### config.mk
export PLATFORM = sky130hd
export DESIGN_NAME = ccmf_front
export DESIGN_NICKNAME = d
export VERILOG_FILES = /design/src/sv/ccmf_pkg.sv /design/src/sv/ccmf_front.sv
export SDC_FILE = /design/constraint.sdc
export NUM_CORES = 1
export LEC_CHECK = 0
export BUFFER_PORTS_ARGS = -buffer_cell sky130_fd_sc_hd__buf_2
export CAP_MARGIN = 30
export CORE_UTILIZATION = 40
export CTS_CLUSTER_SIZE = 30
export DETAILED_ROUTE_END_ITERATION = 8
export HOLD_SLACK_MARGIN = 0.12
export PLACE_DENSITY = 0.59
export SKIP_CTS_REPAIR_TIMING = 1
export SLEW_MARGIN = 30
export SYNTH_ARGS = -nofsm -noshare
export SYNTH_HDL_FRONTEND = slang
export SYNTH_SLANG_ARGS = --single-unit
### constraint.sdc
create_clock -name clk -period 9.7 [get_ports clk]
set_clock_uncertainty 0.2 [all_clocks]
set_input_delay 0.97 -clock clk [delete_from_list [all_inputs] [get_ports clk]]
set_output_delay 0.97 -clock clk [all_outputs]
set_load 0.01 [all_outputs]
### src/sv/ccmf_pkg.sv
// ---------------------------------------------------------------------------
// ccmf_pkg : shared types and constants for the column contour features
// Register map, column summary word and configuration bundle.
// ---------------------------------------------------------------------------
package ccmf_pkg;

	localparam int MaxRows = 256;
	localparam int RowW    = $clog2(MaxRows);     // row index width
	localparam int CntW    = RowW + 1;            // holds MaxRows itself
	localparam int S0W     = 16;
	localparam int S1W     = 24;
	localparam int S2W     = 32;

	// register indexes (byte address 4*i)
	localparam logic [1:0] REG_CONTOUR = 2'd0;
	localparam logic [1:0] REG_STROKE  = 2'd1;
	localparam logic [1:0] REG_CENTER  = 2'd2;
	localparam logic [1:0] REG_ROWS    = 2'd3;

	typedef struct packed {
		logic [7:0] contour_thr;
		logic [7:0] stroke_thr;
		logic [7:0] center_row;
		logic [8:0] rows_in_use;
	} cfg_t;

	// one finished column handed from front to back
	typedef struct packed {
		logic [RowW-1:0] top;
		logic [RowW-1:0] bot;
		logic [S0W-1:0]  s0;
		logic [S1W-1:0]  s1;
		logic [S2W-1:0]  s2;
		logic [7:0]      strokes;
		logic [RowW-1:0] tc;
	} col_t;

endpackage

### src/sv/ccmf_front.sv
// ---------------------------------------------------------------------------
// ccmf_front : per-pixel contour tracking and moment accumulation
// Emits one column summary word at the last row of each column.
// ---------------------------------------------------------------------------
module ccmf_front import ccmf_pkg::*; (
	input  logic        clk,
	input  logic        arst_n,
	input  cfg_t        cfg,
	input  logic        take,
	input  logic [7:0]  pixel,
	output logic        push,
	output col_t        item
);

	logic [RowW-1:0] row_q;
	logic [15:0]     rsq_q;
	logic            ink_seen_q;
	logic [RowW-1:0] top_q, last_q;
	logic [S0W-1:0]  c0_q, p0_q;
	logic [S1W-1:0]  c1_q, p1_q;
	logic [S2W-1:0]  c2_q, p2_q;
	logic            black_q;
	logic [7:0]      run0_q, run1_q;
	logic [7:0]      cp_q;
	logic [15:0]     cs1_q;
	logic [23:0]     cs2_q;

	logic [CntW-1:0] rows;
	logic [RowW-1:0] tc;
	logic            last, ink, blk, first;
	logic [15:0]     prod1;
	logic [23:0]     prod2;
	logic            ink_seen_n, black_n;
	logic [RowW-1:0] top_n, last_n;
	logic [S0W-1:0]  c0_n, p0_n;
	logic [S1W-1:0]  c1_n, p1_n;
	logic [S2W-1:0]  c2_n, p2_n;
	logic [7:0]      run0_n, run1_n, cp_n;
	logic [15:0]     cs1_n;
	logic [23:0]     cs2_n;

	always_comb begin
		if (cfg.rows_in_use == '0)
			rows = CntW'(1);
		else if (cfg.rows_in_use > 9'(MaxRows))
			rows = CntW'(MaxRows);
		else
			rows = CntW'(cfg.rows_in_use);
		if (CntW'(cfg.center_row) > rows - CntW'(1))
			tc = RowW'(rows - CntW'(1));
		else
			tc = RowW'(cfg.center_row);
	end

	assign last  = ({1'b0, row_q} + CntW'(1)) >= rows;
	assign ink   = pixel >= cfg.contour_thr;
	assign blk   = pixel > cfg.stroke_thr;
	assign first = ink && !ink_seen_q;
	assign prod1 = 16'(row_q) * 16'(pixel);
	assign prod2 = 24'(rsq_q) * 24'(pixel);

	always_comb begin
		ink_seen_n = ink_seen_q | ink;
		top_n  = first ? row_q : top_q;
		last_n = last_q;
		c0_n = c0_q; c1_n = c1_q; c2_n = c2_q;
		p0_n = p0_q; p1_n = p1_q; p2_n = p2_q;
		run0_n = run0_q; run1_n = run1_q;
		black_n = black_q;
		cp_n  = cp_q; cs1_n = cs1_q; cs2_n = cs2_q;
		if (row_q == tc) begin
			cp_n  = pixel;
			cs1_n = prod1;
			cs2_n = prod2;
		end
		if (ink_seen_n) begin
			p0_n = p0_q + S0W'(pixel);
			p1_n = p1_q + S1W'(prod1);
			p2_n = p2_q + S2W'(prod2);
			if (blk && !(black_q && !first))
				run1_n = run1_q + 8'd1;
			black_n = blk;
			if (ink) begin
				c0_n = c0_q + p0_n;
				c1_n = c1_q + p1_n;
				c2_n = c2_q + p2_n;
				p0_n = '0; p1_n = '0; p2_n = '0;
				run0_n = run0_q + run1_n;
				run1_n = '0;
				last_n = row_q;
			end
		end
	end

	always_comb begin
		item.tc = tc;
		if (ink_seen_n) begin
			item.top = top_n;
			item.bot = last_n;
			item.s0 = c0_n;
			item.s1 = c1_n;
			item.s2 = c2_n;
			item.strokes = run0_n;
		end else begin
			item.top = tc;
			item.bot = tc;
			item.s0 = S0W'(cp_n);
			item.s1 = S1W'(cs1_n);
			item.s2 = S2W'(cs2_n);
			item.strokes = (cp_n > cfg.stroke_thr) ? 8'd1 : 8'd0;
		end
	end

	assign push = take && last;

	always_ff @(posedge clk or negedge arst_n) begin
		if (!arst_n) begin
			row_q <= '0; rsq_q <= '0; ink_seen_q <= 1'b0;
			top_q <= '0; last_q <= '0;
			c0_q <= '0; c1_q <= '0; c2_q <= '0;
			p0_q <= '0; p1_q <= '0; p2_q <= '0;
			black_q <= 1'b0; run0_q <= '0; run1_q <= '0;
			cp_q <= '0; cs1_q <= '0; cs2_q <= '0;
		end else if (take) begin
			if (last) begin
				row_q <= '0; rsq_q <= '0; ink_seen_q <= 1'b0;
				top_q <= '0; last_q <= '0;
				c0_q <= '0; c1_q <= '0; c2_q <= '0;
				p0_q <= '0; p1_q <= '0; p2_q <= '0;
				black_q <= 1'b0; run0_q <= '0; run1_q <= '0;
				cp_q <= '0; cs1_q <= '0; cs2_q <= '0;
			end else begin
				row_q <= row_q + RowW'(1);
				rsq_q <= rsq_q + {7'd0, row_q, 1'b1};
				ink_seen_q <= ink_seen_n;
				top_q <= top_n; last_q <= last_n;
				c0_q <= c0_n; c1_q <= c1_n; c2_q <= c2_n;
				p0_q <= p0_n; p1_q <= p1_n; p2_q <= p2_n;
				black_q <= black_n; run0_q <= run0_n; run1_q <= run1_n;
				cp_q <= cp_n; cs1_q <= cs1_n; cs2_q <= cs2_n;
			end
		end
	end

endmodule

# After elaboration in Yosys (flattened, before gate mapping)
# Index checks and enable logic that the tools add are counted.
[totals] elab_cells=96 register_bits=250 in_bits=44 out_inout_bits=105
[classes] bitwise_logic=1 addsub=12 n_mul=2 reduce_logical=10 n_eq_ne=1 n_lt_le_gt_ge=6 n_mux=47
[ops] op="$mux 24" count=8
[ops] op="$mux 32" count=6
[ops] op="$mux 16" count=9
[ops] op="$mux 8" count=17
[ops] op="$mux 96" count=1
[ops] op="$add 32x24->32" count=1
[ops] op="$add 32x32->32" count=1
[ops] op="$add 24x16->24" count=1
[ops] op="$add 24x24->24" count=1
[ops] op="$mul 16x8->24" count=1
[ops] op="$mux 9" count=2
[ops] op="$add 16x16->16" count=1
[ops] op="$add 16x8->16" count=1
[ops] op="$add 16x9->16" count=1
[ops] op="$add 8x1->8 const B" count=2
[ops] op="$gt 8x8->1" count=2
[ops] op="$mul 8x8->16" count=1
[ops] op="$add 8x1->9 const B" count=1
[ops] op="$ge 9x9->1" count=1
[ops] op="$gt 8x9->1" count=1
[ops] op="$gt 9x9->1 const B" count=1
[ops] op="$logic_not 9->1" count=1
[ops] op="$sub 9x1->9 const B" count=1
[ops] op="$add 8x8->8" count=1
[ops] op="other kinds (8)" count=16

# Logic depth before layout (Yosys ltp)
[depth] word_depth=12 depth_mapped=39 mapped_depth_nobuf=37

# Worst setup path after synthesis
# No wires, ideal clock.
[synth_path] kind="input to output" startpoint="in pixel[5]" endpoint="out item[47] (netlist bit)" required_time_ps=8530 path_slack_ps=-68 path_buffers=1 t_arrival_ps=8598 path_stages=34 cell_sequence="clkbuf_1 > nand2_1 > fa_1 > fa_1 > inv_1 > fa_1 > inv_1 > fa_1 > inv_1 > ha_1 > o31a_1 > a31oi_1 > o211ai_1 > a21oi_1 > xnor2_1 > ha_1 > a2111oi_0 > a21oi_1 > a21oi_1 > o21ai_0 > a21o_1 > a21oi_1 > xnor2_1 > ha_1 > a21o_1 > a21o_1 > a21oi_1 > o21bai_1 > a41o_1 > or3_1 > o21ai_0 > xnor2_1 > nor2_1 > a2bb2oi_1"
[synth_lines] item="start, declared" line_no="ccmf_front.sv:10" source="input logic [7:0] pixel,"
[synth_lines] item="end, declared" line_no="ccmf_front.sv:12" source="output col_t item"

==> impl_metrics.env <==
export IMPL_synthFlopType="dfrtp_1"
export IMPL_cap_viol_max_count=0
export IMPL_stdcell_area_sq_um=32230
export IMPL_synth_top_cell_area_share_pct=24.41
export IMPL_end_kind="output port"
export IMPL_seq_area_frac_synth_pct=24.41
export IMPL_wire_per_inst_um=20.03
export IMPL_synth_mux_area_share_pct=3.485
export IMPL_synth_simple_area_share_pct=15.48
export IMPL_cts_made_buffers=35
export IMPL_drc=0
export IMPL_grt_max_degree=143
export IMPL_clk_pin_slew_worst_paths_ns=0.05
export IMPL_place_area_sq_um=29430
export IMPL_dr_pass1_iters=6
export IMPL_clock_fmax_ghz=0.1022
export IMPL_die_width_um=255.1
export IMPL_clockBufferDepth=3
export IMPL_synth_top_family_by_area="adder cells"
export IMPL_drt_first_iter_violations=1563
export IMPL_fin_ws_ns=-0.08470
export IMPL_crit_fanout=7
export IMPL_syn_avg_cell_area_sq_um=8.772
export IMPL_nNetsFinal=3776
export IMPL_synth_area_leader_cell="dfrtp_1"
export IMPL_crit_top_cell="a21oi_2"
export IMPL_setup_tns_ns=-0.08470
export IMPL_min_period_over_period_pct=100.9
export IMPL_die_h_um=255.1
export IMPL_seq_area_sq_um=6261
export IMPL_synth_compound_area_share_pct=21.93
export IMPL_layout_commonest_cell="buf_4"
export IMPL_grtUsageTotal_pct=25.22
export IMPL_required_ns=8.53
export IMPL_crit_type="in2out"
export IMPL_rr_worst_depth=36
export IMPL_setup_viol=1
export IMPL_worst_slew_pin_slew_ns=0.9694
export IMPL_syn_area_sq_um=25630
export IMPL_io_pins=149
export IMPL_clk_latency_ns=0.56
export IMPL_fillers=5844
export IMPL_port_buffers=148
export IMPL_ys_ff_latch=250
export IMPL_cts_sinks=250
export IMPL_synthToLayoutAreaGrowth_pct=25.72
export IMPL_grt_pass1_vias=23670
export IMPL_avgViaCountPerCell=5.636
export IMPL_cpPeakStageDelay_ns=0.52
export IMPL_worstPathArrival_ns=8.61
export IMPL_coreArea_sq_um=63200
export IMPL_violations="negative setup slack"
export IMPL_hold_viol_final=0
export IMPL_drive_gt1_share_pct=23.67
export IMPL_hold_ws_ns=0.1256
export IMPL_period_needed_ns=9.785
export IMPL_rsz0062_at_grt="true"
export IMPL_yosys_warnings=0
export IMPL_outcome="finished with violations"
export IMPL_relSlewSlack_pct=35.37
export IMPL_hold_class="in2async"
export IMPL_synthTopCellsByArea="dfrtp_1 (24%), ha_1 (13%), fa_1 (10%), a22o_1 (5.1%), xnor2_1 (4.4%)"
export IMPL_root_buffer="clkbuf_16"
export IMPL_synthAdderAreaFrac_pct=22.79
export IMPL_synthXorXnorAreaFrac_pct=6.204
export IMPL_overflow=0
export IMPL_synth_cell_types=81
export IMPL_start_util_pct=40.56
export IMPL_synthCells=2922
export IMPL_die_area_sq_um=65100
export IMPL_slew_violations=0
export IMPL_antenna_found_initial=0
export IMPL_cts_htree_levels=2
export IMPL_grt_pass1_wl_mm=129.8
export IMPL_synth_edff_count=0
export IMPL_antenna_left=0
export IMPL_multiInputGateArea_sq_um=19010
export IMPL_core_rowCount=92
export IMPL_cp_slowest_cell="fa_1"
export IMPL_synthArstFlopShare_pct=100.0
export IMPL_layout_common_cells="buf_4 (349), nand2_1 (285), dfrtp_1 (246)"
export IMPL_routed_wl_mm=84.40
export IMPL_syn_nets=3356
export IMPL_cts_tree="yes"
export IMPL_antenna_cells=0
export IMPL_gp_congestion=0.9174
export IMPL_place_hpwl_mm=59.84
export IMPL_cp_start_kind="primary input"
export IMPL_num_vias=23740
==> cell type report <==
cell class                 instances  share of cell area, %
sequential                       250                  19.43
inverter                         225                  2.621
multi-input combinational       2307                  59.00
clock buffer                      53                  3.149
timing repair buffer             523                  12.07
clock inverter                     9                 0.4426
tap                              846                  3.285
==> final timing paths <==
check / startpoint / to / slack [ns]
min reg2reg: p1_q[23] / p1_q[23] / 0.30
max: pixel[2] / item[47] / -0.08
min: arst_n / c0_q[12] / 0.13
max in group asynchronous: arst_n / cs1_q[12] / 7.91
max reg2reg: rsq_q[1] / c2_q[31] / 1.39
min in group clk: p1_q[23] / p1_q[23] / 0.30
==> registers in the layout (all words and copies together) (netlist names) <==
signal and flops:
p0_q 16, run0_q 8, cs1_q 16, last_q 8
row_q 8, c2_q 32, top_q 8, p1_q 24
cp_q 8, p2_q 32, cs2_q 24, ink_seen_q 1
black_q 1, c1_q 24, run1_q 8, c0_q 16
rsq_q 16
==> worst max-delay path, delay by kind of cell <==
family                     cells  cell delay, ns
adders and majority gates      7            2.66
and+or+nand+nor                6            1.19
buffers and inverters          7            0.74
AOI/OAI and AO/OA             16            2.58
xor gates and xnor gates       3            0.43
==> synthesized netlist by cell type, drive strengths merged, types with 51 or more instances <==
cell    count
fa        128
xnor2     128
ha        262
nor2      153
inv       224
and2      147
a22o      148
nand2     290
xor2       51
a21oi     182
mux2i      72
nand3      63
clkbuf    117
a21o       74
o21ai     178
dfrtp     250
==> routing by layer <==
| layer | share of wire (%) | global-route usage [%] | up-vias |
|---|---|---|---|
| li1 | - | - | 11150 |
| met1 | 44 | 33.60 | 11900 |
| met2 | 49 | 43.18 | 576 |
| met3 | 4.6 | 2.939 | 119 |
| met4 | 2.2 | 6.638 | 0 |
| met5 | 0 | 0 | - |
==> cells by family after synthesis <==
kind of cell             Yosys count
AND/OR/NAND/NOR                  823
AO/OA/AOI/OAI                    827
flip-flops                       250
XOR/XNOR                         180
multiplexers                      87
buffers and inverters            365
adder cells (fa/ha/maj)          390
==> metrics by stage <==
| stage | std cells | setup WS, ns | util (%) |
|---|---|---|---|
| floorplan | 2922 | 0.006934 | - |
| global placement | 4107 | -0.5679 | 46.56 |
| detailed placement | 4108 | -0.6236 | 46.57 |
| CTS | 4170 | -0.6793 | 48.41 |
| global route | 4213 | -0.3858 | 50.99 |
| finish | 4213 | -0.08470 | 50.99 |
Power is left out: the tool's default activity adds up to more than one toggle a clock period on the data nets, which glitch-free logic cannot reach.
