===== config.mk =====
export PLATFORM = sky130hd
export DESIGN_NAME = ccmf_queue
export DESIGN_NICKNAME = d
export VERILOG_FILES = /design/src/sv/ccmf_pkg.sv /design/src/sv/ccmf_queue.sv
export SDC_FILE = /design/constraint.sdc
export NUM_CORES = 1
export LEC_CHECK = 0
export ABC_AREA = 1
export BUFFER_PORTS_ARGS = -buffer_cell sky130_fd_sc_hd__clkbuf_2
export CELL_PAD_IN_SITES_DETAIL_PLACEMENT = 0
export CELL_PAD_IN_SITES_GLOBAL_PLACEMENT = 1
export CORE_MARGIN = 4
export CORE_UTILIZATION = 40
export DETAILED_ROUTE_END_ITERATION = 16
export PLACE_DENSITY_LB_ADDON = 0.1
export SETUP_SLACK_MARGIN = 0.1
export SLEW_MARGIN = 20
export SYNTH_ARGS = -nofsm -noshare
export SYNTH_HDL_FRONTEND = slang
export SYNTH_SLANG_ARGS = --single-unit

===== constraint.sdc =====
create_clock -name clk -period 5.6 [get_ports clk]
set_input_delay 1.12 -clock clk [delete_from_list [all_inputs] [get_ports clk]]
set_output_delay 1.12 -clock clk [all_outputs]
set_load 0.02 [all_outputs]

===== src/sv/ccmf_pkg.sv =====
// ---------------------------------------------------------------------------
// ccmf_pkg : shared types and constants for the column contour features
// Register map, column summary word and configuration bundle.
// ---------------------------------------------------------------------------
package ccmf_pkg;

	localparam int MaxRows = 256;
	localparam int RowW    = $clog2(MaxRows);     // row index width
	localparam int CntW    = RowW + 1;            // holds MaxRows itself
	localparam int S0W     = 16;
	localparam int S1W     = 24;
	localparam int S2W     = 32;

	// register indexes (byte address 4*i)
	localparam logic [1:0] REG_CONTOUR = 2'd0;
	localparam logic [1:0] REG_STROKE  = 2'd1;
	localparam logic [1:0] REG_CENTER  = 2'd2;
	localparam logic [1:0] REG_ROWS    = 2'd3;

	typedef struct packed {
		logic [7:0] contour_thr;
		logic [7:0] stroke_thr;
		logic [7:0] center_row;
		logic [8:0] rows_in_use;
	} cfg_t;

	// one finished column handed from front to back
	typedef struct packed {
		logic [RowW-1:0] top;
		logic [RowW-1:0] bot;
		logic [S0W-1:0]  s0;
		logic [S1W-1:0]  s1;
		logic [S2W-1:0]  s2;
		logic [7:0]      strokes;
		logic [RowW-1:0] tc;
	} col_t;

endpackage


===== src/sv/ccmf_queue.sv =====
// ---------------------------------------------------------------------------
// ccmf_queue : two-entry queue of column summary words
// Decouples the pixel front from the arithmetic back.
// ---------------------------------------------------------------------------
module ccmf_queue import ccmf_pkg::*; (
	input  logic clk,
	input  logic arst_n,
	input  logic push,
	input  col_t wr_data,
	input  logic pop,
	output col_t rd_data,
	output logic full,
	output logic empty
);

	col_t       mem_q [2];
	logic       wp_q, rp_q;
	logic [1:0] cnt_q;

	assign full    = cnt_q == 2'd2;
	assign empty   = cnt_q == 2'd0;
	assign rd_data = mem_q[rp_q];

	always_ff @(posedge clk) begin
		if (push)
			mem_q[wp_q] <= wr_data;
	end

	always_ff @(posedge clk or negedge arst_n) begin
		if (!arst_n) begin
			wp_q <= 1'b0; rp_q <= 1'b0; cnt_q <= '0;
		end else begin
			if (push) wp_q <= ~wp_q;
			if (pop)  rp_q <= ~rp_q;
			if (push && !pop)
				cnt_q <= cnt_q + 2'd1;
			else if (pop && !push)
				cnt_q <= cnt_q - 2'd1;
		end
	end

endmodule


# Word level (Yosys, flattened, before mapping)

Memory sizes are Yosys's and may differ from the RTL's.
Index checks and enable logic that the tools add are counted.

Add/subtract/negate cells: 2
Equality and inequality tests: 1
Multiplexer cells: 4
Bitwise operators: 2
Reductions and logical operators: 6

Operators with widths:

| cell                                                               | count |
|---|---|
| 2-bit 2-to-1 mux                                                   | 2 |
| 2-bit by 1-bit adder with 2-bit output, second input constant      | 1 |
| 2-bit == test, second input constant                               | 1 |
| 1-bit logical AND                                                  | 2 |
| 1-bit zero test                                                    | 2 |
| 2-bit zero test                                                    | 1 |
| 1-bit 2-to-1 mux                                                   | 2 |
| 1-bit inverter                                                     | 2 |
| 2-bit nonzero test                                                 | 1 |
| 2-bit by 1-bit subtractor with 2-bit output, second input constant | 1 |

Bits in registers: 4
Bits in writable memories: 208
Input bits: 108
Word-level logic and storage cells: 19
Memories: 1

Memory list:

| name  | depth | width | read ports | clocked after Yosys merged registers in | wr ports | line             | source |
|---|---|---|---|---|---|---|---|
| mem_q | 2     | 104   | 1          | 0                                       | 1        | ccmf_queue.sv:16 | `col_t mem_q [2];` |

# Logic depth before layout (Yosys ltp)

Gate-level depths: netlist of run 1.

Depth after elaboration: 4
Gate-level depth with buffers: 7
Depth with buffers taken out: 7

# Least setup slack after synthesis of run 1

No wires, ideal clock.

Kind: input-to-reg
Start point: input port push
End point: memory mem_q[0][0] (netlist name), enable pin
Arrival time: 5513 ps
Data required time: 5029 ps
Path slack: -483 ps
Cell stages on the path: 2
Buffers on the path: 0
Cells stage by stage: inv_1 > nor2_1

Longest elaborated chain between the ends: 2

RTL lines:

| item                                   | line             | source |
|---|---|---|
| start: declaration                     | ccmf_queue.sv:8  | `input logic push,` |
| 1-bit 2-to-1 mux                       | ccmf_queue.sv:25 | `if (push)` |
| 1-bit 2-to-1 mux (implied by the code) | ccmf_queue.sv:26 | `mem_q[wp_q] <= wr_data;` |
| end: declaration                       | ccmf_queue.sv:16 |  |

No other way between the ends.

==> reports/qor.txt, run 1 <==
status: finished, final reports clean
Clock Tree Buf Depth: 3
Mapped Cells: 349
leakage power: 3.97 nW
share of layout cells above drive strength 1: 59.5%
DP Wirelength: 9820 µm
final setup vio count: 0
Slew @ Worst Pin: 0.783 ns
Routed wire per std cell: 17.4 µm
most common library cell in the layout ignoring fill and taps: clkbuf_2
final slew viol count: 0
Slowest-stage cell, CP: dfrtp_4
site row count: 51
Die Wd: 149 µm
# port buffers: 213
Ant. Diodes: 0
via count: 3,882
required time of the worst setup path: 4.48 ns
global-route wire length before repair: 22,700 µm
initial core utilization: 40.8%
crit-path cells: buf_16, mux2_2, clkbuf_2
crit-path max FO: 45
setup TNS: 0 ns
GP Congestion: 0.713
GRT overflow: 0
DR DRC count: 0
Hold Path Class: input pin to async pin
maximum vdd drop: 0.000275 V
power per cell area: 534 mW/mm²
vias in the first global route: 4,075
Clock transition at path regs: 0.06 ns
main combinational cell family by area after synthesis: multiplexers
CTS Root Cell: clkbuf_16
most frequent cells in the layout: clkbuf_2, edfxtp_1, mux2_2
post-DR vias/cell: 4.50
max_slew headroom: 47.8%
Final #Nets: 689
gr usage total: 13.2%
CP Launch Type: flip-flop
htree depth: 1
core area: 0.0195 mm²
syn nets: 458
RSZ-0062 raised after global routing: no
Post-Syn Area per Cell: 22.8 µm²
Worst path max stage delay: 0.67 ns
simple-gate share of the synthesized area: 0.519%
Final Skew: 0.0133 ns
clk sink count: 212
Ports: 214
Period minus WS final: 3.17 ns
max_cap viols: 0
placed cell areas: 0.00927 mm²
Netlist Area Pre-Place: 0.00796 mm²
post-layout util: 51.2%
initial antenna violation count: 0
post-synthesis xor/xnor area fraction: 0.330%
Initial DRT Pass Iterations: 4
critical path arrival: 2.05 ns
hold buffers post-CTS: 0
YS warnings: 0
clk_lat worst skew: 0.49 ns
Post-CTS Setup Bufs: 0
post-synth cell types: 16
Worst Setup End Kind: output port
Final Cycle Share: 56.6%
FF+latch count, synth: 212
area fraction in compound gates after synthesis: 0%
Die Area: 0.0222 mm²
Starting DRT DRC Count: 175
sequential share of the synthesized area: 79.7%
synthesis-to-layout area growth: 25.6%
CTS buffer count: 23
FF-to-FF setup slack: 3.62 ns
post_cts resized: 0
Highest Clock Rate: 316 MHz
Final Hold Fails: 0
mux cell area share after synthesis: 17.1%
Final ANT Viol Nets: 0
Post-Synth Adder-Cell Area: 0.157%
TritonCTS clock tree: yes
Layout Cell Area excl Fill: 0.0100 mm²
Die H: 149 µm
critical path class: flip-flop to output port
largest net degree at the start of global routing: 81
Routed WL: 15,000 µm
-- cell type report --
type / instances / area, µm²
flip-flops and latches: 212 / 6350
fillers: 1674 / 9520
repair buffers: 218 / 1140
inverters: 7 / 31.3
clock buffers: 28 / 594
multi-input cells: 118 / 1450
clock inverters: 14 / 115
well taps: 265 / 332
-- worst max-delay path: cells and delay by family, from the launching register on --
kind	cells	cell delay, ns
buffers and inverters	2	0.49
DFF	1	0.67
muxes	1	0.38
-- path summary, 6_finish.rpt --
check	from	end	cells after the start
max reg2reg	wp_q	mem_q[1][6]	3
min	arst_n	cnt_q[0]	1
min in group clk	cnt_q[1]	cnt_q[1]	2
min reg2reg	cnt_q[1]	cnt_q[1]	2
max	rp_q	rd_data[32]	3
max in group asynchronous	arst_n	rp_q	1
-- per-layer routing --
layer / global-route usage (%) / vias to the layer above / share of wire (%)
met4: 3.39 / 0 / 1.5
met1: 17.8 / 1874 / 42
met3: 4.77 / 20 / 9.3
li1: - / 1834 / -
met2: 20.5 / 154 / 47
met5: 0 / - / 0
-- where the power goes --
group          switching (mW)  total [mW]  internal (mW)
clock                   0.564        1.41          0.844
combinational           0.999        1.72          0.718
sequential              0.109        2.22           2.11
-- logic make-up after synthesis --
| kind of cell | Yosys count |
|---|---|
| flops | 212 |
| mux | 104 |
| buf+inv | 19 |
| simple gates | 10 |
| xor+xnor | 3 |
| fa+ha+maj | 1 |
-- per-stage QoR --
stage	setup WS (ns)	hold WS (ns)	instances	power [mW]
6_report	2.43	0.419	862	5.35
3_3_place_gp	2.39	0.479	819	3.98
4_1_cts	1.84	0.399	861	5.43
2_1_floorplan	1.33	0.463	349	3.55
3_5_place_dp	2.37	0.497	819	4.00
5_1_grt	2.32	0.399	862	5.62
-- flip-flops by register name, indices dropped and copies added, names as in the netlist --
| signal | count |
|---|---|
| cnt_q | 2 |
| mem_q | 208 |
| rp_q | 1 |
| wp_q | 1 |
-- synthesized netlist by cell type (all sizes together) --
library cell / count / area (µm²)
edfxtp: 208 / 6250
mux2: 104 / 1360
buf: 12 / 151
inv: 7 / 26.3
nand2: 5 / 18.8
dfrtp: 4 / 100
nor2: 3 / 11.3
xor2: 2 / 17.5
ha: 1 / 12.5
nand3: 1 / 5.00
nand4: 1 / 6.26
xnor2: 1 / 8.76
Power figures use the tool's default switching activity.
==> run 2, diff against run 1 <==
- ABC_AREA: 1 -> 0
- clock period: 5.6 -> 2.8 ns (I/O delays scaled with it)
==> run 2 against run 1 <==
Net effect:
- clock power up 92%
- cell area down 0.16%
- hold slack worse by 0.16 ns
- synthesized cell count down 2.6%
- sequential share of layout area up 0.10 points
- critical path type unchanged
- critical path depth unchanged
- core utilization down 0.083 points
- first-iteration DRC count up 2.3%
- final cell count down 1.0%
- sequential cell count unchanged
- area after synthesis down 0.25%
- combinational power up 110%
==> reports/qor.txt, run 2 <==
RSZ-0062 raised after global routing: no
count leader, synth: edfxtp_1
final setup vio count: 0
Ports: 214
area fraction in compound gates after synthesis: 0%
initial antenna violation count: 1
max_slew headroom: 71.0%
clk sink count: 212
ys flop type: edfxtp_1
Top reg by flops: mem_q
Final Skew: 0.0115 ns
share of layout cells above drive strength 1: 60.1%
most frequent cells in the layout: clkbuf_2, edfxtp_1, mux2_2
top post-synthesis cells by area: edfxtp_1, mux2_4, mux2_2
Slew @ Worst Pin: 0.434 ns
largest registers: mem_q x208, cnt_q x2
GP Congestion: 0.722
most common library cell in the layout ignoring fill and taps: clkbuf_2
CTS Root Cell: clkbuf_16
post-synthesis xor/xnor area fraction: 0.551%
Final Hold Fails: 0
Initial DRT Pass Iterations: 4
Die Area: 0.0222 mm²
Post-Syn Area per Cell: 23.4 µm²
core area: 0.0195 mm²
crit-path max FO: 59
synthesis-to-layout area growth: 25.8%
Final ANT Viol Nets: 0
YS warnings: 0
maximum vdd drop: 0.000625 V
GRT overflow: 0
Clock transition at path regs: 0.06 ns
post-DR vias/cell: 4.56
Mapped Cells: 340
Yosys top cell area share: 78.6%
critical path arrival: 1.88 ns
Routed wire per std cell: 17.9 µm
FF+latch count, synth: 212
Async SR Flop Fraction: 1.89%
critical path class: flip-flop to output port
mux cell area share after synthesis: 17.1%
max FFs per register: 208
Die H: 149 µm
syn nets: 449
post-synth cell types: 15
largest net degree at the start of global routing: 60
biggest area consumer among synthesized cells: edfxtp_1
required time of the worst setup path: 2.24 ns
DP Wirelength: 10,200 µm
htree depth: 1
power per cell area: 1060 mW/mm²
Clock Tree Buf Depth: 3
Post-Synth Adder-Cell Area: 0.158%
Hold Path Class: input pin to flip-flop
Worst Setup End Kind: output port
Starting DRT DRC Count: 179
CP Launch Type: flip-flop
# port buffers: 213
DR DRC count: 0
initial core utilization: 40.7%
Netlist Area Pre-Place: 0.00794 mm²
vias in the first global route: 4,200
setup TNS: 0 ns
sequential share of the synthesized area: 79.9%
total power: 10.6 mW
max_cap viols: 0
number of flops mapped to enable cells by yosys: 208
status: finished, final reports clean
simple-gate share of the synthesized area: 0.331%
most frequent cells after synthesis: edfxtp_1, mux2_2, mux2_4, buf_12, buf_2
CTS buffer count: 23
main combinational cell family by area after synthesis: multiplexers
site row count: 51
Routed WL: 15,300 µm
Die Wd: 149 µm
post_cts resized: 0
clk_lat worst skew: 0.49 ns
Highest Clock Rate: 410 MHz
Period minus WS final: 2.44 ns
via count: 3,890
Final Cycle Share: 87.2%
global-route wire length before repair: 23,100 µm
Final #Nets: 682
TritonCTS clock tree: yes
final slew viol count: 0
Post-CTS Setup Bufs: 0
leakage power: 3.94 nW
gr usage total: 13.4%
## run 2: cell types whose count changed after synthesis
cell / delta
nor2_1: -1
and2_1: +1
inv_1: -6
nand2_1: -5
xor2_1: +2
nor2b_1: +2
nand3_1: -1
nand4_1: -1
## run 2: through the flow
step,hold WS [ns],instance area [µm²],utilization (%),worst slack (ns),cells
finish,0.257,9990,51.2,0.360,853
global route,0.235,9990,51.1,0.304,852
CTS,0.235,9990,51.1,0.332,852
detailed placement,0.377,9310,47.7,0.864,812
global placement,0.371,9310,47.7,0.879,812
floorplan,0.264,7950,-,0.241,340
## run 2: layout make-up
cell class	count	area, µm²
sequential	212	6350
antenna	1	2.50
fill	1669	9540
clock inverter	7	56.3
inverter	1	3.75
timing repair buffer	220	1180
clock buffer	32	609
multi-input combinational	115	1450
tap	265	332
## run 2: worst max-delay path, stage by stage, from the launching register on
cell	delay (ns)
dfrtp_4	0.44
buf_12	0.28
mux2_2	0.40
clkbuf_2	0.16
## run 2: per-layer routing
layer  routed length [µm]  track usage [%]  vias up
met4                  282             3.07        2
li1                     -                -     1813
met2                 7310             21.9      150
met5                   13                0        -
met3                 1530             5.26       25
met1                 6120             16.9     1900
## run 2: report_power, final
part / internal (mW) / switching (mW) / total (mW)
registers: 4.21 / 0.157 / 4.37
clock network: 1.60 / 1.11 / 2.71
logic: 1.47 / 2.06 / 3.53
## run 2: logic make-up after synthesis
kind of cell / Yosys count
xor+xnor: 5
fa+ha+maj: 1
buf+inv: 13
flops: 212
mux: 104
simple gates: 5
## run 2: path summary, 6_finish.rpt
| check | to | cells after the start | slack (ns) | startpoint |
|---|---|---|---|---|
| hold reg to reg | cnt_q[1] | 1 | 0.50 | cnt_q[1] |
| setup reg to reg | mem_q[1][62] | 2 | 1.14 | wp_q |
| hold / removal | mem_q[0][7] | 1 | 0.26 | wr_data[7] |
| min in group asynchronous | wp_q | 2 | 0.42 | arst_n |
| setup / recovery | rd_data[102] | 3 | 0.36 | rp_q |
| max in group asynchronous | rp_q | 2 | 2.23 | arst_n |
## run 2: repair_timing
| item | CTS | global route |
|---|---|---|
| setup endpoints to repair | 0 | 0 |
| endpoints found under the hold margin | 4 | 0 |
| hold buffers | 1 | 0 |
