File: config.mk
export PLATFORM = sky130hd
export DESIGN_NAME = ccmf_back
export DESIGN_NICKNAME = d
export VERILOG_FILES = /design/src/sv/ccmf_pkg.sv /design/src/sv/ccmf_back.sv
export SDC_FILE = /design/constraint.sdc
export NUM_CORES = 2
export LEC_CHECK = 0
export BUFFER_PORTS_ARGS = -buffer_cell sky130_fd_sc_hd__buf_2
export CORE_ASPECT_RATIO = 0.75
export CORE_MARGIN = 2
export CORE_UTILIZATION = 52
export CTS_CLUSTER_DIAMETER = 200
export DETAILED_ROUTE_END_ITERATION = 7
export GPL_TIMING_DRIVEN = 0
export PLACE_DENSITY = 0.75
export SLEW_MARGIN = 20
export SYNTH_ARGS = -nofsm -noshare
export SYNTH_HDL_FRONTEND = slang
export SYNTH_SLANG_ARGS = --single-unit
export TNS_END_PERCENT = 50
File: constraint.sdc
create_clock -name clk -period 17.98 [get_ports clk]
set_input_delay 1.798 -clock clk [delete_from_list [all_inputs] [get_ports clk]]
set_output_delay 1.798 -clock clk [all_outputs]
set_load 0.01 [all_outputs]
File: src/sv/ccmf_pkg.sv
// ---------------------------------------------------------------------------
// ccmf_pkg : shared types and constants for the column contour features
// Register map, column summary word and configuration bundle.
// ---------------------------------------------------------------------------
package ccmf_pkg;

	localparam int MaxRows = 256;
	localparam int RowW    = $clog2(MaxRows);     // row index width
	localparam int CntW    = RowW + 1;            // holds MaxRows itself
	localparam int S0W     = 16;
	localparam int S1W     = 24;
	localparam int S2W     = 32;

	// register indexes (byte address 4*i)
	localparam logic [1:0] REG_CONTOUR = 2'd0;
	localparam logic [1:0] REG_STROKE  = 2'd1;
	localparam logic [1:0] REG_CENTER  = 2'd2;
	localparam logic [1:0] REG_ROWS    = 2'd3;

	typedef struct packed {
		logic [7:0] contour_thr;
		logic [7:0] stroke_thr;
		logic [7:0] center_row;
		logic [8:0] rows_in_use;
	} cfg_t;

	// one finished column handed from front to back
	typedef struct packed {
		logic [RowW-1:0] top;
		logic [RowW-1:0] bot;
		logic [S0W-1:0]  s0;
		logic [S1W-1:0]  s1;
		logic [S2W-1:0]  s2;
		logic [7:0]      strokes;
		logic [RowW-1:0] tc;
	} col_t;

endpackage

File: src/sv/ccmf_back.sv
// ---------------------------------------------------------------------------
// ccmf_back : column-end arithmetic
// Products, three restoring divisions and an integer root, one step a cycle.
// ---------------------------------------------------------------------------
module ccmf_back import ccmf_pkg::*; (
	input  logic        clk,
	input  logic        arst_n,
	input  logic        empty,
	input  col_t        head,
	output logic        pop,
	output logic        out_valid,
	input  logic        out_stall,
	output logic [7:0]  top_contour,
	output logic [7:0]  bottom_contour,
	output logic [7:0]  span,
	output logic [15:0] ink_sum,
	output logic [15:0] mean_row_x256,
	output logic [15:0] spread_x256,
	output logic [15:0] density,
	output logic [7:0]  strokes
);

	localparam logic [3:0] ST_IDLE  = 4'd0;
	localparam logic [3:0] ST_MA    = 4'd1;
	localparam logic [3:0] ST_MB    = 4'd2;
	localparam logic [3:0] ST_MD    = 4'd3;
	localparam logic [3:0] ST_CMP   = 4'd4;
	localparam logic [3:0] ST_DLOAD = 4'd5;
	localparam logic [3:0] ST_DRUN  = 4'd6;
	localparam logic [3:0] ST_DSTOR = 4'd7;
	localparam logic [3:0] ST_SQRT  = 4'd8;
	localparam logic [3:0] ST_DONE  = 4'd9;

	localparam logic [1:0] DIV_MEAN  = 2'd0;
	localparam logic [1:0] DIV_DENS  = 2'd1;
	localparam logic [1:0] DIV_SCALE = 2'd2;

	logic [3:0]  st_q;
	logic [1:0]  sel_q;
	logic [5:0]  cnt_q;
	col_t        it_q;
	logic [7:0]  span_q;
	logic [47:0] a_q, b_q, num_q;
	logic [31:0] d_q;
	logic        big_q;
	logic [63:0] dvd_q;
	logic [31:0] dvs_q, rem_q;
	logic [15:0] mean_q, dens_q;
	logic [31:0] v_q, res_q, bit_q;
	logic        out_valid_q;

	logic [32:0] shifted;
	logic        ge;
	logic [53:0] num100;
	logic [31:0] rb;

	assign shifted = {rem_q, dvd_q[63]};
	assign ge      = shifted >= {1'b0, dvs_q};
	assign num100  = {num_q, 6'd0} + {1'b0, num_q, 5'd0} + {4'd0, num_q, 2'd0};
	assign rb      = res_q + bit_q;
	assign pop     = (st_q == ST_IDLE) && !empty;
	assign out_valid = out_valid_q;

	always_ff @(posedge clk) begin
		case (st_q)
			ST_IDLE: begin
				it_q   <= head;
				span_q <= head.bot - head.top;
			end
			ST_MA: a_q <= 48'(it_q.s0) * 48'(it_q.s2);
			ST_MB: b_q <= 48'(it_q.s1) * 48'(it_q.s1);
			ST_MD: begin
				d_q   <= 32'(it_q.s0) * 32'(it_q.s0);
				num_q <= (a_q > b_q) ? a_q - b_q : '0;
			end
			ST_CMP: big_q <= (it_q.s0 != '0) && (num100 >= 54'(d_q));
			ST_DLOAD: begin
				rem_q <= '0;
				case (sel_q)
					DIV_MEAN: begin
						dvd_q <= {32'd0, it_q.s1, 8'd0};
						dvs_q <= 32'(it_q.s0);
					end
					DIV_DENS: begin
						dvd_q <= 64'(it_q.s0);
						dvs_q <= 32'(span_q);
					end
					default: begin
						dvd_q <= {num_q, 16'd0};
						dvs_q <= d_q;
					end
				endcase
			end
			ST_DRUN: begin
				rem_q <= ge ? 32'(shifted - {1'b0, dvs_q}) : shifted[31:0];
				dvd_q <= {dvd_q[62:0], ge};
			end
			ST_DSTOR: begin
				case (sel_q)
					DIV_MEAN:
						mean_q <= (it_q.s0 == '0) ? {it_q.tc, 8'd0} : dvd_q[15:0];
					DIV_DENS:
						dens_q <= (span_q == '0) ? '0 : dvd_q[15:0];
					default: begin
						v_q   <= dvd_q[31:0];
						res_q <= '0;
						bit_q <= 32'h4000_0000;
					end
				endcase
			end
			ST_SQRT: begin
				if (v_q >= rb) begin
					v_q   <= v_q - rb;
					res_q <= (res_q >> 1) + bit_q;
				end else begin
					res_q <= res_q >> 1;
				end
				bit_q <= bit_q >> 2;
			end
			default: ;
		endcase
		if (st_q == ST_DONE && (!out_valid_q || !out_stall)) begin
			top_contour    <= it_q.top;
			bottom_contour <= it_q.bot;
			span           <= span_q;
			ink_sum        <= it_q.s0;
			mean_row_x256  <= mean_q;
			spread_x256    <= big_q ? res_q[15:0] : '0;
			density        <= dens_q;
			strokes        <= it_q.strokes;
		end
	end

	always_ff @(posedge clk or negedge arst_n) begin
		if (!arst_n) begin
			st_q <= ST_IDLE; sel_q <= DIV_MEAN; cnt_q <= '0;
			out_valid_q <= 1'b0;
		end else begin
			if (out_valid_q && !out_stall)
				out_valid_q <= 1'b0;
			case (st_q)
				ST_IDLE:  if (!empty) st_q <= ST_MA;
				ST_MA:    st_q <= ST_MB;
				ST_MB:    st_q <= ST_MD;
				ST_MD:    st_q <= ST_CMP;
				ST_CMP: begin
					sel_q <= DIV_MEAN;
					st_q  <= ST_DLOAD;
				end
				ST_DLOAD: begin
					cnt_q <= '0;
					st_q  <= ST_DRUN;
				end
				ST_DRUN: begin
					cnt_q <= cnt_q + 6'd1;
					if (cnt_q == 6'd63) st_q <= ST_DSTOR;
				end
				ST_DSTOR: begin
					cnt_q <= '0;
					if (sel_q == DIV_SCALE) begin
						st_q <= ST_SQRT;
					end else begin
						sel_q <= sel_q + 2'd1;
						st_q  <= ST_DLOAD;
					end
				end
				ST_SQRT: begin
					cnt_q <= cnt_q + 6'd1;
					if (cnt_q == 6'd15) st_q <= ST_DONE;
				end
				ST_DONE: begin
					if (!out_valid_q || !out_stall) begin
						out_valid_q <= 1'b1;
						st_q <= ST_IDLE;
					end
				end
				default: st_q <= ST_IDLE;
			endcase
		end
	end

endmodule

## Yosys cells after proc, flatten, opt, wreduce, memory -nomap -nowiden

Index checks and enable logic that the tools add are counted.

- Output and inout port bits: 98
- Bits of input ports: 108
- Word-level logic and storage cells: 123
- Bits in registers: 654

- Equality and inequality tests: 20
- $add $sub $neg: 10
- Reduce and logical (&&, ||, !) cells: 26
- Multipliers: 3
- Magnitude comparators: 4
- Muxes and demuxes: 26

Operators by type and width:

| kind | count |
|---|---|
| 32-bit case mux with 2 select lines | 5 |
| 64-bit case mux with 2 select lines | 2 |
| 32-bit 2-to-1 mux | 6 |
| 32-bit subtractor | 2 |
| 54-bit by 50-bit adder with 54-bit output | 1 |
| 54-bit by 53-bit adder with 54-bit output | 1 |
| 54-bit by 32-bit >= comparator with 1-bit output | 1 |
| 48-bit greater-than comparator | 1 |
| 16-bit by 32-bit multiplier with 48-bit output | 1 |
| 24-bit by 24-bit multiplier with 48-bit output | 1 |
| 48-bit subtractor | 1 |
| 4-bit case mux with 10 select lines | 1 |
| 33-bit by 32-bit >= comparator with 1-bit output | 1 |
| 31-bit by 32-bit adder with 32-bit output | 1 |
| 32-bit adder | 1 |
| 32-bit >= comparator | 1 |
| 16-bit by 16-bit multiplier with 32-bit output | 1 |
| 4-bit 2-to-1 mux | 5 |
| 4-bit by 3-bit == test with 1-bit output, second input constant | 4 |
| 16-bit zero test | 1 |
| 16-bit 2-to-1 mux | 1 |
| 16-bit nonzero test | 1 |
| 2-bit inequality test, second input constant | 6 |
| 6-bit case mux with 2 select lines | 1 |
| 25 further kinds | 42 |

## Depth between registers and ports, before layout

- Depth after elaboration: 5
- Mapped depth: 28
- Gate-level depth less buffers: 28

## Least setup slack after synthesis

Ideal clock, no wire load.

- Path kind: register -> output
- From: register st_q[0]
- To: output port pop
- Slack: 4.034 ns
- Path buffers: 1
- Required time: 16.182 ns
- Data arrival time: 12.148 ns
- Stages on the path, launching flop included: 4
- Cells stage by stage: dfrtp_1 clkbuf_1 nor4_1 nor2b_1

- Cells in the longest elaborated chain, start to end: 2

Ends and longest elaborated chain:

| what | RTL line | source |
|---|---|---|
| start, declared | ccmf_back.sv:38 | `logic [3:0] st_q;` |
| start signal, assigned | ccmf_back.sv:136 | `st_q <= ST_IDLE; sel_q <= DIV_MEAN; cnt_q <= '0;` |
| start signal, assigned | ccmf_back.sv:142 | `ST_IDLE: if (!empty) st_q <= ST_MA;` |
| start signal, assigned | ccmf_back.sv:143 | `ST_MA: st_q <= ST_MB;` |
| 4-bit zero test | ccmf_back.sv:61 | `assign pop = (st_q == ST_IDLE) && !empty;` |
| 1-bit logical AND | ccmf_back.sv:61 |  |
| end, declared | ccmf_back.sv:10 | `output logic pop,` |

Every way passes these cells.

## Worst setup path after layout

- From: register it_q[65] (netlist name)
- To: register b_q[45], data pin

- Cells in the longest elaborated chain, start to end: 1

Ends and longest elaborated chain:

| what | RTL line | source |
|---|---|---|
| start, declared | ccmf_back.sv:41 | `col_t it_q;` |
| start signal, assigned | ccmf_back.sv:67 | `it_q <= head;` |
| 24-bit by 24-bit multiplier with 48-bit output | ccmf_back.sv:71 | `ST_MB: b_q <= 48'(it_q.s1) * 48'(it_q.s1);` |
| end signal, assigned | ccmf_back.sv:71 |  |
| end, declared | ccmf_back.sv:43 | `logic [47:0] a_q, b_q, num_q;` |

Every way passes these cells.
A chain may end at the register's enable or synchronous reset.

==> impl_metrics.env <==
export IMPL_outcome="finished clean"
export IMPL_rsz0062_at_grt="no"
export IMPL_core_area_sq_mm=0.142
export IMPL_cts_tree="done"
export IMPL_syn_num_nets=9330
export IMPL_clock_sinks=636
export IMPL_synthMuxAreaShare=0.00747
export IMPL_timing_final_ws_setup_ns=8.32
export IMPL_syn_instance_count=7534
export IMPL_yosys_area_share_adder=0.390
export IMPL_cts_root_buf="clkbuf_16"
export IMPL_fin_crit_sh=0.537
export IMPL_synth_compound_area_share=0.0918
export IMPL_hp_class="flop to flop"
export IMPL_ys_seq_area_frac=0.256
export IMPL_drive_gt1_frac=0.0580
export IMPL_cts_buffer_depth=3
export IMPL_synth_area_leader_cell="fa_1"
export IMPL_yosys_warnings=0
export IMPL_wire_per_inst_um=21.4
export IMPL_async_flop_share=0.0204
export IMPL_cp_endpoint="b_q[45]"
export IMPL_finalSetupViolations=0
export IMPL_die_area_sq_mm=0.146
export IMPL_port_buffer_count=205
export IMPL_clock_skew_ns=0.0420
export IMPL_final_cells=9809
export IMPL_cap_violations=0
export IMPL_cp_slowest_cell="edfxtp_1"
export IMPL_final_antenna_net_count=0
export IMPL_crit_required_ns=18.37
export IMPL_crit_path_frequent_cell="fa_1"
export IMPL_cp_startpoint="it_q[65]"
export IMPL_yosys_area_share_simple=0.132
export IMPL_grt_usage=0.291
export IMPL_synth_main_ff_cell="edfxtp_1"
export IMPL_hold_violations=0
export IMPL_fin_nets=9656
export IMPL_synth_area_per_cell_sq_um=9.88
export IMPL_timing_rr_end="b_q[45]"
export IMPL_rr_worst_depth=26
export IMPL_placed_area_sq_mm=0.0784
export IMPL_final_max_slew_viol_count=0
export IMPL_io_pins=206
export IMPL_relSlewSlack=0.157
export IMPL_drt_iter0_markers=5268
export IMPL_drc=0
export IMPL_cp_max_fo=10
export IMPL_post_drt_via_cell_ratio=5.65
export IMPL_rows=120
export IMPL_cp_end_kind="flop"
export IMPL_reg2reg_from="it_q[65]"
export IMPL_fin_area_sq_mm=0.0808
export IMPL_htreeDepth=3
export IMPL_start_util=0.523
export IMPL_dp_cells=9680
export IMPL_place_hpwl_um=171000
export IMPL_place_ws_ns=8.43
export IMPL_worstMarginPinSlew_ns=1.26
export IMPL_insertion_delay_ns=0.70
export IMPL_synth_edff_count=623
export IMPL_synthesis_area_sq_mm=0.0744
export IMPL_post_synth_main_area_contributors="fa_1 28%, edfxtp_1 25%, ha_1 11%"
export IMPL_yosysMostFrequentCell="inv_1"
export IMPL_cts_repair_resized=0
export IMPL_synth_cell_type_count=95
export IMPL_ys_ff_latch=636
export IMPL_reg2reg_slack_ns=8.32
export IMPL_fmax_ghz=0.103
export IMPL_vias=55395
export IMPL_grt_ovfl_total=0
export IMPL_cts_clk_slew_worst_paths_ns=0.06
export IMPL_first_pass_iters=8
export IMPL_arrival_ns=10.05
export IMPL_antenna_found_initial=10
export IMPL_grt_pass1_vias=57109
export IMPL_period_minus_slack_ns=9.66
export IMPL_cts_setup_buffers=0
export IMPL_synthTopCellsByCount="1431 x inv_1, 1053 x fa_1, 880 x nand2_1"
export IMPL_crit_type="flop to flop"
export IMPL_cpPeakStageDelay_ns=0.82
export IMPL_fp_dieH_um=332
export IMPL_yosys_area_top_type_share=0.283
export IMPL_area_growth_pct=8.65
export IMPL_grt_max_degree=50
export IMPL_die_x_um=441
export IMPL_synth_xor_area_share=0.0367
export IMPL_grt_pass1_wl_um=327000
export IMPL_numCtsBuffers=69
export IMPL_gp_congestion=0.968
export IMPL_drt_wl_total_um=210000
export IMPL_cp_start_kind="flop"
export IMPL_tns_ns=0
export IMPL_synth_top_family_by_area="adder cells"
export IMPL_hold_buffers=0
==> worst max-delay path: cells and delay by family (launching register included) <==
kind / cells / cell delay, ns
fa+ha+maj: 8 / 3.95
compound gates: 9 / 2.73
buf+inv: 7 / 1.54
flops: 1 / 0.82
simple gates: 2 / 0.32
==> sequential cells by signal, summed over array words and instances, names as in the netlist, 8 cells and up <==
register / flops
strokes: 8
a_q: 48
d_q: 31
dvs_q: 32
top_contour: 8
dens_q: 16
num_q: 48
bit_q: 16
spread_x256: 16
mean_q: 16
rem_q: 32
span_q: 8
res_q: 32
it_q: 104
ink_sum: 16
span: 8
v_q: 32
b_q: 47
bottom_contour: 8
mean_row_x256: 16
density: 16
dvd_q: 64
==> logic make-up (layout without fill, tap and decap cells) <==
logic type | after synthesis | count (layout)
other | 0 | 3
and+or+nand+nor | 2083 | 2083
xor gates and xnor gates | 312 | 312
DFF | 636 | 636
adders and majority gates | 1688 | 1688
muxes | 54 | 54
buffers and inverters | 1706 | 2087
AOI/OAI and AO/OA | 1055 | 1055
==> worst min-delay path by stage <==
stage | from | to | slack, ns | cells after the start
2_1_floorplan | it_q[88] | bottom_contour[0] | 0.40 | 0
6_report | it_q[94] | bottom_contour[6] | 0.42 | 0
4_1_cts | it_q[94] | bottom_contour[6] | 0.42 | 0
3_5_place_dp | it_q[94] | bottom_contour[6] | 0.40 | 0
5_1_grt | it_q[96] | top_contour[0] | 0.42 | 0
3_3_place_gp | it_q[8] | strokes[0] | 0.40 | 0
==> metal layers <==
metal  vias to the layer above  wire [um]  track usage
met5                         -         73            0
met4                        10       6360       0.0843
met3                       390      22300       0.0773
met2                      2412      92600        0.442
met1                     27622      88600        0.411
li1                      24961          -            -
==> cell type report <==
class	instances	area, sq um
well taps	1891	2370
clock buffers	74	1750
clock inverters	52	639
multi-input cells	5192	49000
plain buffers	273	1060
diodes	3	7.51
flip-flops and latches	636	19000
fillers	12227	61500
inverters	1433	5380
repair buffers	255	1590
==> placed cells by master (no fill, tap or decap), types with 226 or more instances in the layout <==
cell and count:
clkbuf_1 250, and2_1 381, edfxtp_1 623, nand2_1 879
inv_1 1431, a21oi_1 303, nor2_1 340, buf_2 226
ha_1 635, fa_1 1053
==> metrics by stage <==
step	hold slack [ns]	util
finish	0.416	0.568
global route	0.422	0.568
CTS	0.416	0.568
detailed placement	0.405	0.551
global placement	0.400	0.547
floorplan	0.400	-
Power is not shown: default switching activity piles up to over one toggle a cycle in this logic, so the estimate is an artifact.
